--- src/rtl/dssw_pkg.sv ---
// Shared types, constants and the segment table for the decimal display writer.
// No dependencies; imported by every module of the block.
`timescale 1ns / 1ps

package dssw_pkg;

  localparam int VALUE_W = 27;
  localparam int ADDR_W  = 4;
  localparam int DATA_W  = 8;
  localparam int STEP_W  = 4;

  // Default depth of the front-to-back queue (two or more)
  localparam int QUEUE_DEPTH_DEF = 2;

  localparam logic [VALUE_W-1:0] VALUE_MAX   = VALUE_W'(99999999);
  localparam logic [ADDR_W-1:0]  DECODE_REG  = ADDR_W'(9);
  localparam logic [DATA_W-1:0]  DECODE_MASK = 8'hfb;
  localparam logic [DATA_W-1:0]  BLANK_CODE  = DATA_W'(15);

  // Reciprocal of ten: (v * DIV10_RECIP) >> DIV10_SHIFT == v / 10 for any 32-bit v
  localparam logic [31:0] DIV10_RECIP = 32'hcccccccd;
  localparam int          DIV10_SHIFT = 35;

  // Sample handed from the front to the back
  typedef struct packed {
    logic               valid;
    logic [VALUE_W-1:0] value;
  } dssw_item_t;

  // Queue fill status seen by the front and the back
  typedef struct packed {
    logic full;
    logic empty;
  } dssw_qstat_t;

  // Segment pattern of a digit with the decimal point lit
  function automatic logic [DATA_W-1:0] seg_dp(input logic [3:0] digit);
    logic [DATA_W-1:0] pat;
    case (digit)
      4'd0:    pat = 8'hfe;
      4'd1:    pat = 8'hb0;
      4'd2:    pat = 8'hed;
      4'd3:    pat = 8'hf9;
      4'd4:    pat = 8'hb3;
      4'd5:    pat = 8'hdb;
      4'd6:    pat = 8'hdf;
      4'd7:    pat = 8'hf0;
      4'd8:    pat = 8'hff;
      4'd9:    pat = 8'hfb;
      default: pat = 8'hfe;
    endcase
    return pat;
  endfunction

endpackage

--- src/rtl/dssw_front.sv ---
// Front of the display writer: takes samples, clamps them and keeps the running peak.
// Depends on dssw_pkg; pushes the value to show into dssw_queue.
`timescale 1ns / 1ps

module dssw_front import dssw_pkg::*; (
  input  logic               clk,
  input  logic               rst_n,
  input  logic               in_valid,
  output logic               in_stall,
  input  logic [VALUE_W-1:0] in_count_value,
  input  dssw_qstat_t        q_stat,
  output dssw_item_t         push
);

  logic [VALUE_W-1:0] held_r;
  logic [VALUE_W-1:0] held_nxt;
  logic [VALUE_W-1:0] sample;
  logic               accept;

  // Stall while the queue has no room
  assign in_stall = q_stat.full;
  assign accept   = in_valid && !in_stall;

  // Clamp to eight digits, then keep the larger of sample and peak
  always_comb begin
    sample   = (in_count_value > VALUE_MAX) ? VALUE_MAX : in_count_value;
    held_nxt = (sample >= held_r) ? sample : held_r;
  end

  assign push.valid = accept;
  assign push.value = held_nxt;

  // Update the peak on every accepted sample
  always_ff @(posedge clk) begin
    if (!rst_n) begin
      held_r <= '0;
    end else if (accept) begin
      held_r <= held_nxt;
    end
  end

endmodule

--- config.mk ---
export PLATFORM = sky130hd
export DESIGN_NAME = dssw_front
export DESIGN_NICKNAME = d
export VERILOG_FILES = /design/src/rtl/dssw_pkg.sv /design/src/rtl/dssw_front.sv
export SDC_FILE = /design/constraint.sdc
export NUM_CORES = 1
export LEC_CHECK = 0
export BUFFER_PORTS_ARGS = -buffer_cell sky130_fd_sc_hd__buf_4
export CAP_MARGIN = 10
export CORE_MARGIN = 3
export CORE_UTILIZATION = 38
export CTS_BUF_LIST = sky130_fd_sc_hd__clkbuf_4
export CTS_CLUSTER_DIAMETER = 50
export DETAILED_ROUTE_END_ITERATION = 6
export PLACE_DENSITY_LB_ADDON = 0.25
export REMOVE_ABC_BUFFERS = 1
export SYNTH_ARGS = -nofsm -noshare
export SYNTH_HDL_FRONTEND = slang
export SYNTH_SLANG_ARGS = --single-unit
--- constraint.sdc ---
create_clock -name clk -period 3 [get_ports clk]
set_clock_uncertainty 0.15 [all_clocks]
set_input_delay 0.15 -clock clk [delete_from_list [all_inputs] [get_ports clk]]
set_output_delay 0.15 -clock clk [all_outputs]
set_load 0.03 [all_outputs]
==> results.md <==
* Power Total at 0.00138 W
* Peak Freq at around 290 MHz
* Mapped Area at 0.00253 sq mm
* Max FFs per register at 27
* Power Dens Cells at 328 mW/mm^2
* Reg-to-Reg End: held_r[22]
* Avg Cell Area, Syn at roughly 8.6 sq um
* Flops & latches, synth at 27
* DIE HEIGHT at 87.6 um
* Fin area at 0.00420 sq mm
* Final Non-Filler Cells at a little under 500
* Critical Path Most Common Cell: buf_8
* Core area at 0.00639 sq mm
* Register-to-Register Path Depth at 10
* CTS Buf Count at 3
* Layout cells sized above 1 at 0.498
* Clock-pin slew on the worst setup and hold paths at 0.19 ns
* Status: finished, violations left
* Sw Ratio at 0.375
* Yosys cell types at 38
* Via count at 2475
* FF-to-FF setup slack at 0.45 ns
* Hold Startpoint: in_count_value[17]
* Synth Flop Type: dfxtp_1
* Failing checks: setup timing
* First-pass GRT wire length at 11000 um
* Dpl cell area at ~0.0034 sq mm
* # DRC at 0
* Starting Density at 0.396
* Number of flops mapped to enable cells by yosys at 0
* Synth Area in Simple Gates at 0.199
* WHS Path Cells at 4
* Fin. Hold Viols at 0
* Least-Margin Pin Slew at approximately 0.51 ns
* Num rows at 29
* Critical path required time at 2.70 ns
* Die area at 0.00767 sq mm
* Synth-to-layout area growth at 66.0%
* Biggest register: held_r
* Worst-path fanout max at 9
* Ys async rst share at 0
* RSZ-0062 raised after global routing: true
* Max-cap viol count at 0
* Post-synth top area cell: dfxtp_1
* Sw Pwr at 0.000518 W
* GPL Wtd Cong at 0.806
* Pint at ~0.00086 W
* CTS Root Cell: clkbuf_4
* Post-synth top area share at 0.214
* Final net count at between 400 and 500
* H-tree lvl count at 1
* Cell count after synthesis at 294
* Setup violators final at 37
* CTS tree: done
* Most frequent cells in the layout: 78 x buf_4, 37 x nand2_1, 36 x buf_6, 28 x inv_1
* Die X at 87.6 um
* Avg WL per Cell at around 15 um
* I/O Buffers at 59
* Hold Path End: held_r[17]
* Commonest non-fill, non-tap cell in the layout: buf_4
* Slowest-stage cell, CP: and4_4
* Post-route setup TNS at -11.40 ns
* Multiplexer share of the synthesized area at 0.255
* Clk buf depth at 2
* Sequential Power Share at 0.287
* Placed instance count at 464
* Crit end category: primary output
* Largest net degree at the start of global routing at 55
* Final WL at 7570 um
* Post-DP HPWL at 4900 um
* CP Class: in2out
* Peak supply drop at 0.207 mV
* Largest family of logic cells by synthesized area: multiplexers
* Synth Area in Adders at 0.134
* Largest registers: held_r: 27 flops
* Final setup margin at -0.444 ns
* Clock power frac at 0.129
* Leakage at 1.81 nW
* Pre-Repair DR Iteration Count at 4
* Later-pin clock latency in the skew report at 0.35 ns
* Max incr delay on CP at 0.41 ns
* Min Tclk post-route at 3.44 ns
* Number of global-route vias before repair at between 2000 and 2500
* Final hold slack at 0.0140 ns
* DRT iter0 DRCs at 67
* Synth top area cells: dfxtp_1 21%, ha_1 13%, mux2_4 11%, mux2i_1 11%, nand2_1 6.1%
* Vias/cell at 5.04
* Number of antenna diodes at 0
* Data arrival, critical path at 3.14 ns
* Max-slew violations at 0
* GRT overflow at 0
* GRT Resource Usage Total at 0.178
* Period utilization at 1.15
* Worst rel slew slack at 0.663
* Xor/xnor share of the synthesized area at 0
* Sequential area share after synthesis at 0.214
* Hold Path Class: in2reg
* Compound-gate portion of the synthesized area at 0.101
* Critical-path cell list: buf_8 > nand2b_4 > o41ai_4 > a22oi_2 > o21a_4 > buf_8 > and2_4 > ha_4 > a21oi_2 > o21ai_1 > o311ai_2 > and4_4 > buf_12 > mux2_2 > buf_6
* Syn. warnings at 0
* Clock Sinks at 27
* Antenna viol nets, final at 0
* Gate power share at 0.584
* WP buf/inv at 4
* I/O pins at 61
* Top delay family on crit path: compound AO/OA/AOI/OAI gates
* Critical R2R Launch: held_r[25]
* Initial antenna violation count at 0
* CP startpoint kind: input pin
[cells in the mapped netlist, types with 2 or more instances]
cell and instances:
nand3_1 11, dfxtp_1 27, buf_4 3, nor3_1 2, clkbuf_1 6, o21ai_0 19, buf_6 6, a21o_1 2
nand2b_1 9, and2_1 5, mux2i_1 28, nand4_1 4, and2_4 3, ha_1 27, nor2_1 6, inv_1 28
nand2_1 41, a21oi_1 13, mux2_4 19, mux2_2 7, or2b_1 11
[worst min-delay path: cells and delay by family]
family                 cells  cell delay (ns)
and+or+nand+nor            1             0.05
muxes                      1             0.06
buffers and inverters      2             0.23
[routing by layer]
metal  GRT usage  share of wire  up-vias
met5           0              0        -
met4      0.0349          0.018        0
met3      0.0263          0.048       10
met2       0.318           0.48       54
met1       0.229           0.45     1156
li1            -              -     1255
[how the worst max path moves through the flow]
stage           endpoint               start  slack, ns  cells after the start
2_1_floorplan  held_r[0]  in_count_value[18]      -1.88                     11
3_3_place_gp     push[1]  in_count_value[17]      -0.68                     15
3_5_place_dp    push[22]  in_count_value[17]      -0.75                     15
4_1_cts         push[12]  in_count_value[24]      -0.40                     15
5_1_grt          push[0]  in_count_value[17]      -0.58                     16
6_report         push[1]  in_count_value[17]      -0.44                     15
[kinds of logic (layout without fill, tap and decap cells)]
family,Yosys count,count (layout)
AOI/OAI and AO/OA,43,44
muxes,54,54
buffers and inverters,47,166
DFF,27,27
and+or+nand+nor,96,96
adders and majority gates,27,27
[through the flow]
step	utilization	setup slack (ns)
floorplan	-	-1.88
global placement	0.528	-0.685
detailed placement	0.528	-0.749
CTS	0.579	-0.396
global route	0.658	-0.582
finish	0.658	-0.444
[cell type report]
class                   instances  area (sq um)
clock buffers                   3          22.5
well taps                      77          96.3
inverters                      28           105
fillers                       522          2190
multi-input cells             221          2120
flip-flops and latches         27           541
clock inverters                 1          5.00
repair buffers                134          1310
[power groups by stage]
stage	sequential, W	combinational, W	clock (W)
finish	0.000396	0.000805	0.000178
global route	0.000399	0.000861	0.000191
CTS	0.000396	0.000662	0.000183
detailed placement	0.000403	0.000606	0
global placement	0.000402	0.000601	0
floorplan	0.000399	0.000368	0
[timing repair]
item	4_1_cts	5_1_grt
pin swaps	11	14
endpoints found under the hold margin	9	0
hold buffers	9	0
endpoints found under the setup margin	46	34
resized for setup	38	71
cloned	1	4
setup buffers	3	7
Note: power is estimated with default switching activity, not from simulation.
