### config.mk
export PLATFORM = sky130hd
export DESIGN_NAME = dssw_queue
export DESIGN_NICKNAME = d
export VERILOG_FILES = /design/src/rtl/dssw_pkg.sv /design/src/rtl/dssw_queue.sv
export SDC_FILE = /design/constraint.sdc
export NUM_CORES = 1
export LEC_CHECK = 0
export ABC_AREA = 1
export BUFFER_PORTS_ARGS = -buffer_cell sky130_fd_sc_hd__buf_2
export CAP_MARGIN = 0
export CORE_MARGIN = 2
export CORE_UTILIZATION = 40
export CTS_CLUSTER_DIAMETER = 30
export CTS_CLUSTER_SIZE = 25
export DETAILED_ROUTE_END_ITERATION = 10
export PLACE_DENSITY_LB_ADDON = 0.3
export RECOVER_POWER = 25
export SYNTH_ARGS = -nofsm -noshare
export SYNTH_HDL_FRONTEND = slang
export SYNTH_SLANG_ARGS = --single-unit
### constraint.sdc
create_clock -name clk -period 3.6 [get_ports clk]
set_input_delay 0.9 -clock clk [delete_from_list [all_inputs] [get_ports clk]]
set_output_delay 0.9 -clock clk [all_outputs]
set_load 0.005 [all_outputs]
### src/rtl/dssw_pkg.sv
// Shared types, constants and the segment table for the decimal display writer.
// No dependencies; imported by every module of the block.
`timescale 1ns / 1ps

package dssw_pkg;

  localparam int VALUE_W = 27;
  localparam int ADDR_W  = 4;
  localparam int DATA_W  = 8;
  localparam int STEP_W  = 4;

  // Default depth of the front-to-back queue (two or more)
  localparam int QUEUE_DEPTH_DEF = 2;

  localparam logic [VALUE_W-1:0] VALUE_MAX   = VALUE_W'(99999999);
  localparam logic [ADDR_W-1:0]  DECODE_REG  = ADDR_W'(9);
  localparam logic [DATA_W-1:0]  DECODE_MASK = 8'hfb;
  localparam logic [DATA_W-1:0]  BLANK_CODE  = DATA_W'(15);

  // Reciprocal of ten: (v * DIV10_RECIP) >> DIV10_SHIFT == v / 10 for any 32-bit v
  localparam logic [31:0] DIV10_RECIP = 32'hcccccccd;
  localparam int          DIV10_SHIFT = 35;

  // Sample handed from the front to the back
  typedef struct packed {
    logic               valid;
    logic [VALUE_W-1:0] value;
  } dssw_item_t;

  // Queue fill status seen by the front and the back
  typedef struct packed {
    logic full;
    logic empty;
  } dssw_qstat_t;

  // Segment pattern of a digit with the decimal point lit
  function automatic logic [DATA_W-1:0] seg_dp(input logic [3:0] digit);
    logic [DATA_W-1:0] pat;
    case (digit)
      4'd0:    pat = 8'hfe;
      4'd1:    pat = 8'hb0;
      4'd2:    pat = 8'hed;
      4'd3:    pat = 8'hf9;
      4'd4:    pat = 8'hb3;
      4'd5:    pat = 8'hdb;
      4'd6:    pat = 8'hdf;
      4'd7:    pat = 8'hf0;
      4'd8:    pat = 8'hff;
      4'd9:    pat = 8'hfb;
      default: pat = 8'hfe;
    endcase
    return pat;
  endfunction

endpackage

### src/rtl/dssw_queue.sv
// Short queue between the front and the back of the display writer.
// Depends on dssw_pkg for the item and status types.
`timescale 1ns / 1ps

module dssw_queue import dssw_pkg::*; #(
  parameter int DEPTH = QUEUE_DEPTH_DEF
) (
  input  logic               clk,
  input  logic               rst_n,
  input  dssw_item_t         push,
  input  logic               pop,
  output dssw_qstat_t        q_stat,
  output logic [VALUE_W-1:0] head_value
);

  localparam int PTR_W = $clog2(DEPTH);
  localparam int CNT_W = $clog2(DEPTH + 1);
  localparam logic [PTR_W-1:0] PTR_LAST = PTR_W'(DEPTH - 1);
  localparam logic [CNT_W-1:0] CNT_FULL = CNT_W'(DEPTH);

  logic [VALUE_W-1:0] mem_r [DEPTH];
  logic [PTR_W-1:0]   wr_ptr_r;
  logic [PTR_W-1:0]   rd_ptr_r;
  logic [CNT_W-1:0]   count_r;

  assign q_stat.full  = (count_r == CNT_FULL);
  assign q_stat.empty = (count_r == '0);
  assign head_value   = mem_r[rd_ptr_r];

  // Store pushed words
  always_ff @(posedge clk) begin
    if (push.valid) begin
      mem_r[wr_ptr_r] <= push.value;
    end
  end

  // Advance pointers and track fill
  always_ff @(posedge clk) begin
    if (!rst_n) begin
      wr_ptr_r <= '0;
      rd_ptr_r <= '0;
      count_r  <= '0;
    end else begin
      if (push.valid) begin
        wr_ptr_r <= (wr_ptr_r == PTR_LAST) ? '0 : wr_ptr_r + PTR_W'(1);
      end
      if (pop) begin
        rd_ptr_r <= (rd_ptr_r == PTR_LAST) ? '0 : rd_ptr_r + PTR_W'(1);
      end
      if (push.valid && !pop) begin
        count_r <= count_r + CNT_W'(1);
      end else if (pop && !push.valid) begin
        count_r <= count_r - CNT_W'(1);
      end
    end
  end

endmodule

==> summary.md <==
| Metric | Value |
|---|---|
| Cell area after synthesis | `0.00228 mm^2` |
| Worst-path clk slew | `0.06 ns` |
| Post-DP Area | `0.00263 mm^2` |
| CP cell instances | `mux2_2 -> buf_2` |
| TritonCTS clock tree | `built` |
| Vias per cell | `4.50` |
| Arr. time, crit path | `1.75 ns` |
| Share of cells above drive strength 1 | `0.508` |
| Max Slew Vio Count | `0` |
| Hold Path Sink | `rd_ptr_r` |
| Start point of the worst hold path | `rd_ptr_r` |
| Hold Crit Class | `flip-flop to flip-flop` |
| Final period util | `0.736` |
| CP endpoint kind | `output port` |
| Fin Clk Skew | `0.00534 ns` |
| GRT Total Usage | `0.123` |
| Die height | `79.5 um` |
| Post-CTS setup buffers | `0` |
| PwrDens | `527 mW/mm^2` |
| Post-synthesis sequential area ratio | `0.755` |
| Root buffer cell | `clkbuf_8` |
| CORE AREA | `0.00551 mm^2` |
| Final worst setup slack | `0.952 ns` |
| Worst skew pair latency | `0.32 ns` |
| Minimum clock period | `2.65 ns` |
| Clock buffer depth | `2` |
| Stages on worst setup path | `2` |
| Vias in the first global route | `1180` |
| H-tree levels | `3` |
| Mapped Cells | `119` |
| Crit-path leading delay family | `flip-flops` |
| Mapped Nets | `151` |
| Slowest-stage cell, CP | `dfxtp_2` |
| Site row count | `27` |
| Initial antenna violation count | `0` |
| Cells on Worst Hold Path | `2` |
| R2r endpoint | `mem_r[0][21]` |
| Worst-Margin Slew | `0.832 ns` |
| RSZ-0062 raised after global routing | `no` |
| DR WL/cell | `13.8 um` |
| Vias | `1183` |
| Area added between synthesis and finish | `22.7%` |
| Flop2flop setup slack | `2.00 ns` |
| Die area | `0.00632 mm^2` |
| Buffers & Inverters on Critical Path | `1` |
| Clock sink count | `59` |
| Pre-CTS setup slack | `1.27 ns` |
| Synth Warn # | `0` |
| CP Max Fanout | `27` |
| Multi-input logic area | `479 um^2` |
| Post-synthesis cell type count | `14` |
| Final hold vios | `0` |
| ANT cells | `0` |
| Post-cts sizing count | `0` |
| Hpwl dp | `2560 um` |
| Yosys reg bits | `59` |
| Largest net degree at the start of global routing | `28` |
| Die W | `79.5 um` |
| Initial core utilization | `0.414` |
| Max-cap viol count | `0` |
| Crit Path Class | `flip-flop to output port` |
| Worst vdd ir | `0.000359 V` |
| Setup violators final | `0` |
| Worst R2R Path Depth | `2` |
| Nets | `220` |
| Final core utilization | `0.508` |
| Worst hold margin | `0.501 ns` |
| Initial DRC count | `80` |
| Drt first pass iters | `4` |
| FF+latch area | `0.00172 mm^2` |
| Max incr delay on CP | `0.87 ns` |
| CP startpoint kind | `flip-flop` |
| Routed WL | `3630 um` |
| Status | `completed` |
| IO buf count | `59` |
| CP required | `2.70 ns` |
| Max_slew headroom | `0.445` |
| Post-route cell area | `0.00280 mm^2` |
| Num CTS Buffers | `9` |
| Pleak | `1.14 nW` |
| Post-DRT Antenna Nets | `0` |
| RePlAce Congestion | `0.613` |
| Highest clock rate | `0.378 GHz` |
| Num ports | `60` |
| Avg Synthesized Cell Area | `19.2 um^2` |
| Cts-stage hold buffer count | `0` |
| GRT overflow | `0` |
| Worst r2r src | `wr_ptr_r` |
| DR DRC count | `0` |
| Fillers | `467` |
| Setup TNS | `0 ns` |
| First-pass GRT wire length | `5530 um` |
==> cells in the mapped netlist, drive strengths merged <==
library cell / instances / area [um^2]
a21oi: 1 / 5.00
mux2: 27 / 379
buf: 3 / 51.3
nand3: 1 / 5.00
nand4: 1 / 6.26
dfxtp: 5 / 100
nor2: 9 / 33.8
inv: 8 / 30.0
edfxtp: 54 / 1620
nand2: 8 / 30.0
o21ai: 1 / 5.00
ha: 1 / 12.5
==> kinds of logic after synthesis <==
group,synth area share
AO/OA/AOI/OAI,0.00439
buffers and inverters,0.0357
flip-flops,0.755
multiplexers,0.166
adder cells (fa/ha/maj),0.00549
AND/OR/NAND/NOR,0.0329
==> report_power, final <==
part,switching (W),internal [W],total (W)
sequential,0.0000227,0.000791,0.000813
combinational,0.0000558,0.0000774,0.000133
clock,0.000222,0.000307,0.000529
total,0.000301,0.00117,0.00148
==> layer usage <==
metal	vias up	track usage	wire, um
li1	575	-	-
met1	566	0.124	1350
met2	38	0.211	2000
met3	4	0.0600	252
met4	0	0.0621	29
met5	-	0	0
==> worst max-delay path by stage <==
stage	start	to
detailed placement	push[27]	mem_r[0][21]
CTS	flip-flop	head_value[6]
global route	flip-flop	head_value[6]
finish	flip-flop	head_value[6]
floorplan	push[27]	mem_r[0][0]
global placement	flip-flop	head_value[12]
==> sequential cells by signal, summed over array words and instances (netlist names), named ones only <==
name      cells
rd_ptr_r      1
mem_r        54
wr_ptr_r      1
count_r       2
==> placed cells by master (no fill, tap or decap), drive strengths merged, types with 3 or more instances in the layout <==
cell type  Yosys  layout
buf            3      56
nor2           9       9
clkinv         0       3
nand2          8       8
mux2          27      27
clkbuf         0      15
inv            8       8
edfxtp        54      54
dfxtp          5       5
==> area by class of cell <==
type                            instances  share of cell area
Clock buffer                           10              0.0456
Tap cell                               72              0.0322
Inverter                                8              0.0107
Clock inverter                          4              0.0157
Sequential cell                        59               0.616
Multi-Input combinational cell         49               0.171
Timing Repair Buffer                   61               0.109
==> worst reg2reg max path, delay by kind of cell (launching register included) <==
kind	cells	cell delay, ns
and+or+nand+nor	1	0.62
buffers and inverters	1	0.35
DFF	1	0.33
==> metrics by stage <==
| step | instances | power [W] |
|---|---|---|
| global route | 263 | 0.00154 |
| detailed placement | 249 | 0.000964 |
| global placement | 249 | 0.000958 |
| CTS | 263 | 0.00149 |
| finish | 263 | 0.00148 |
| floorplan | 119 | 0.000905 |
Note: power is estimated with default switching activity, not from simulation.
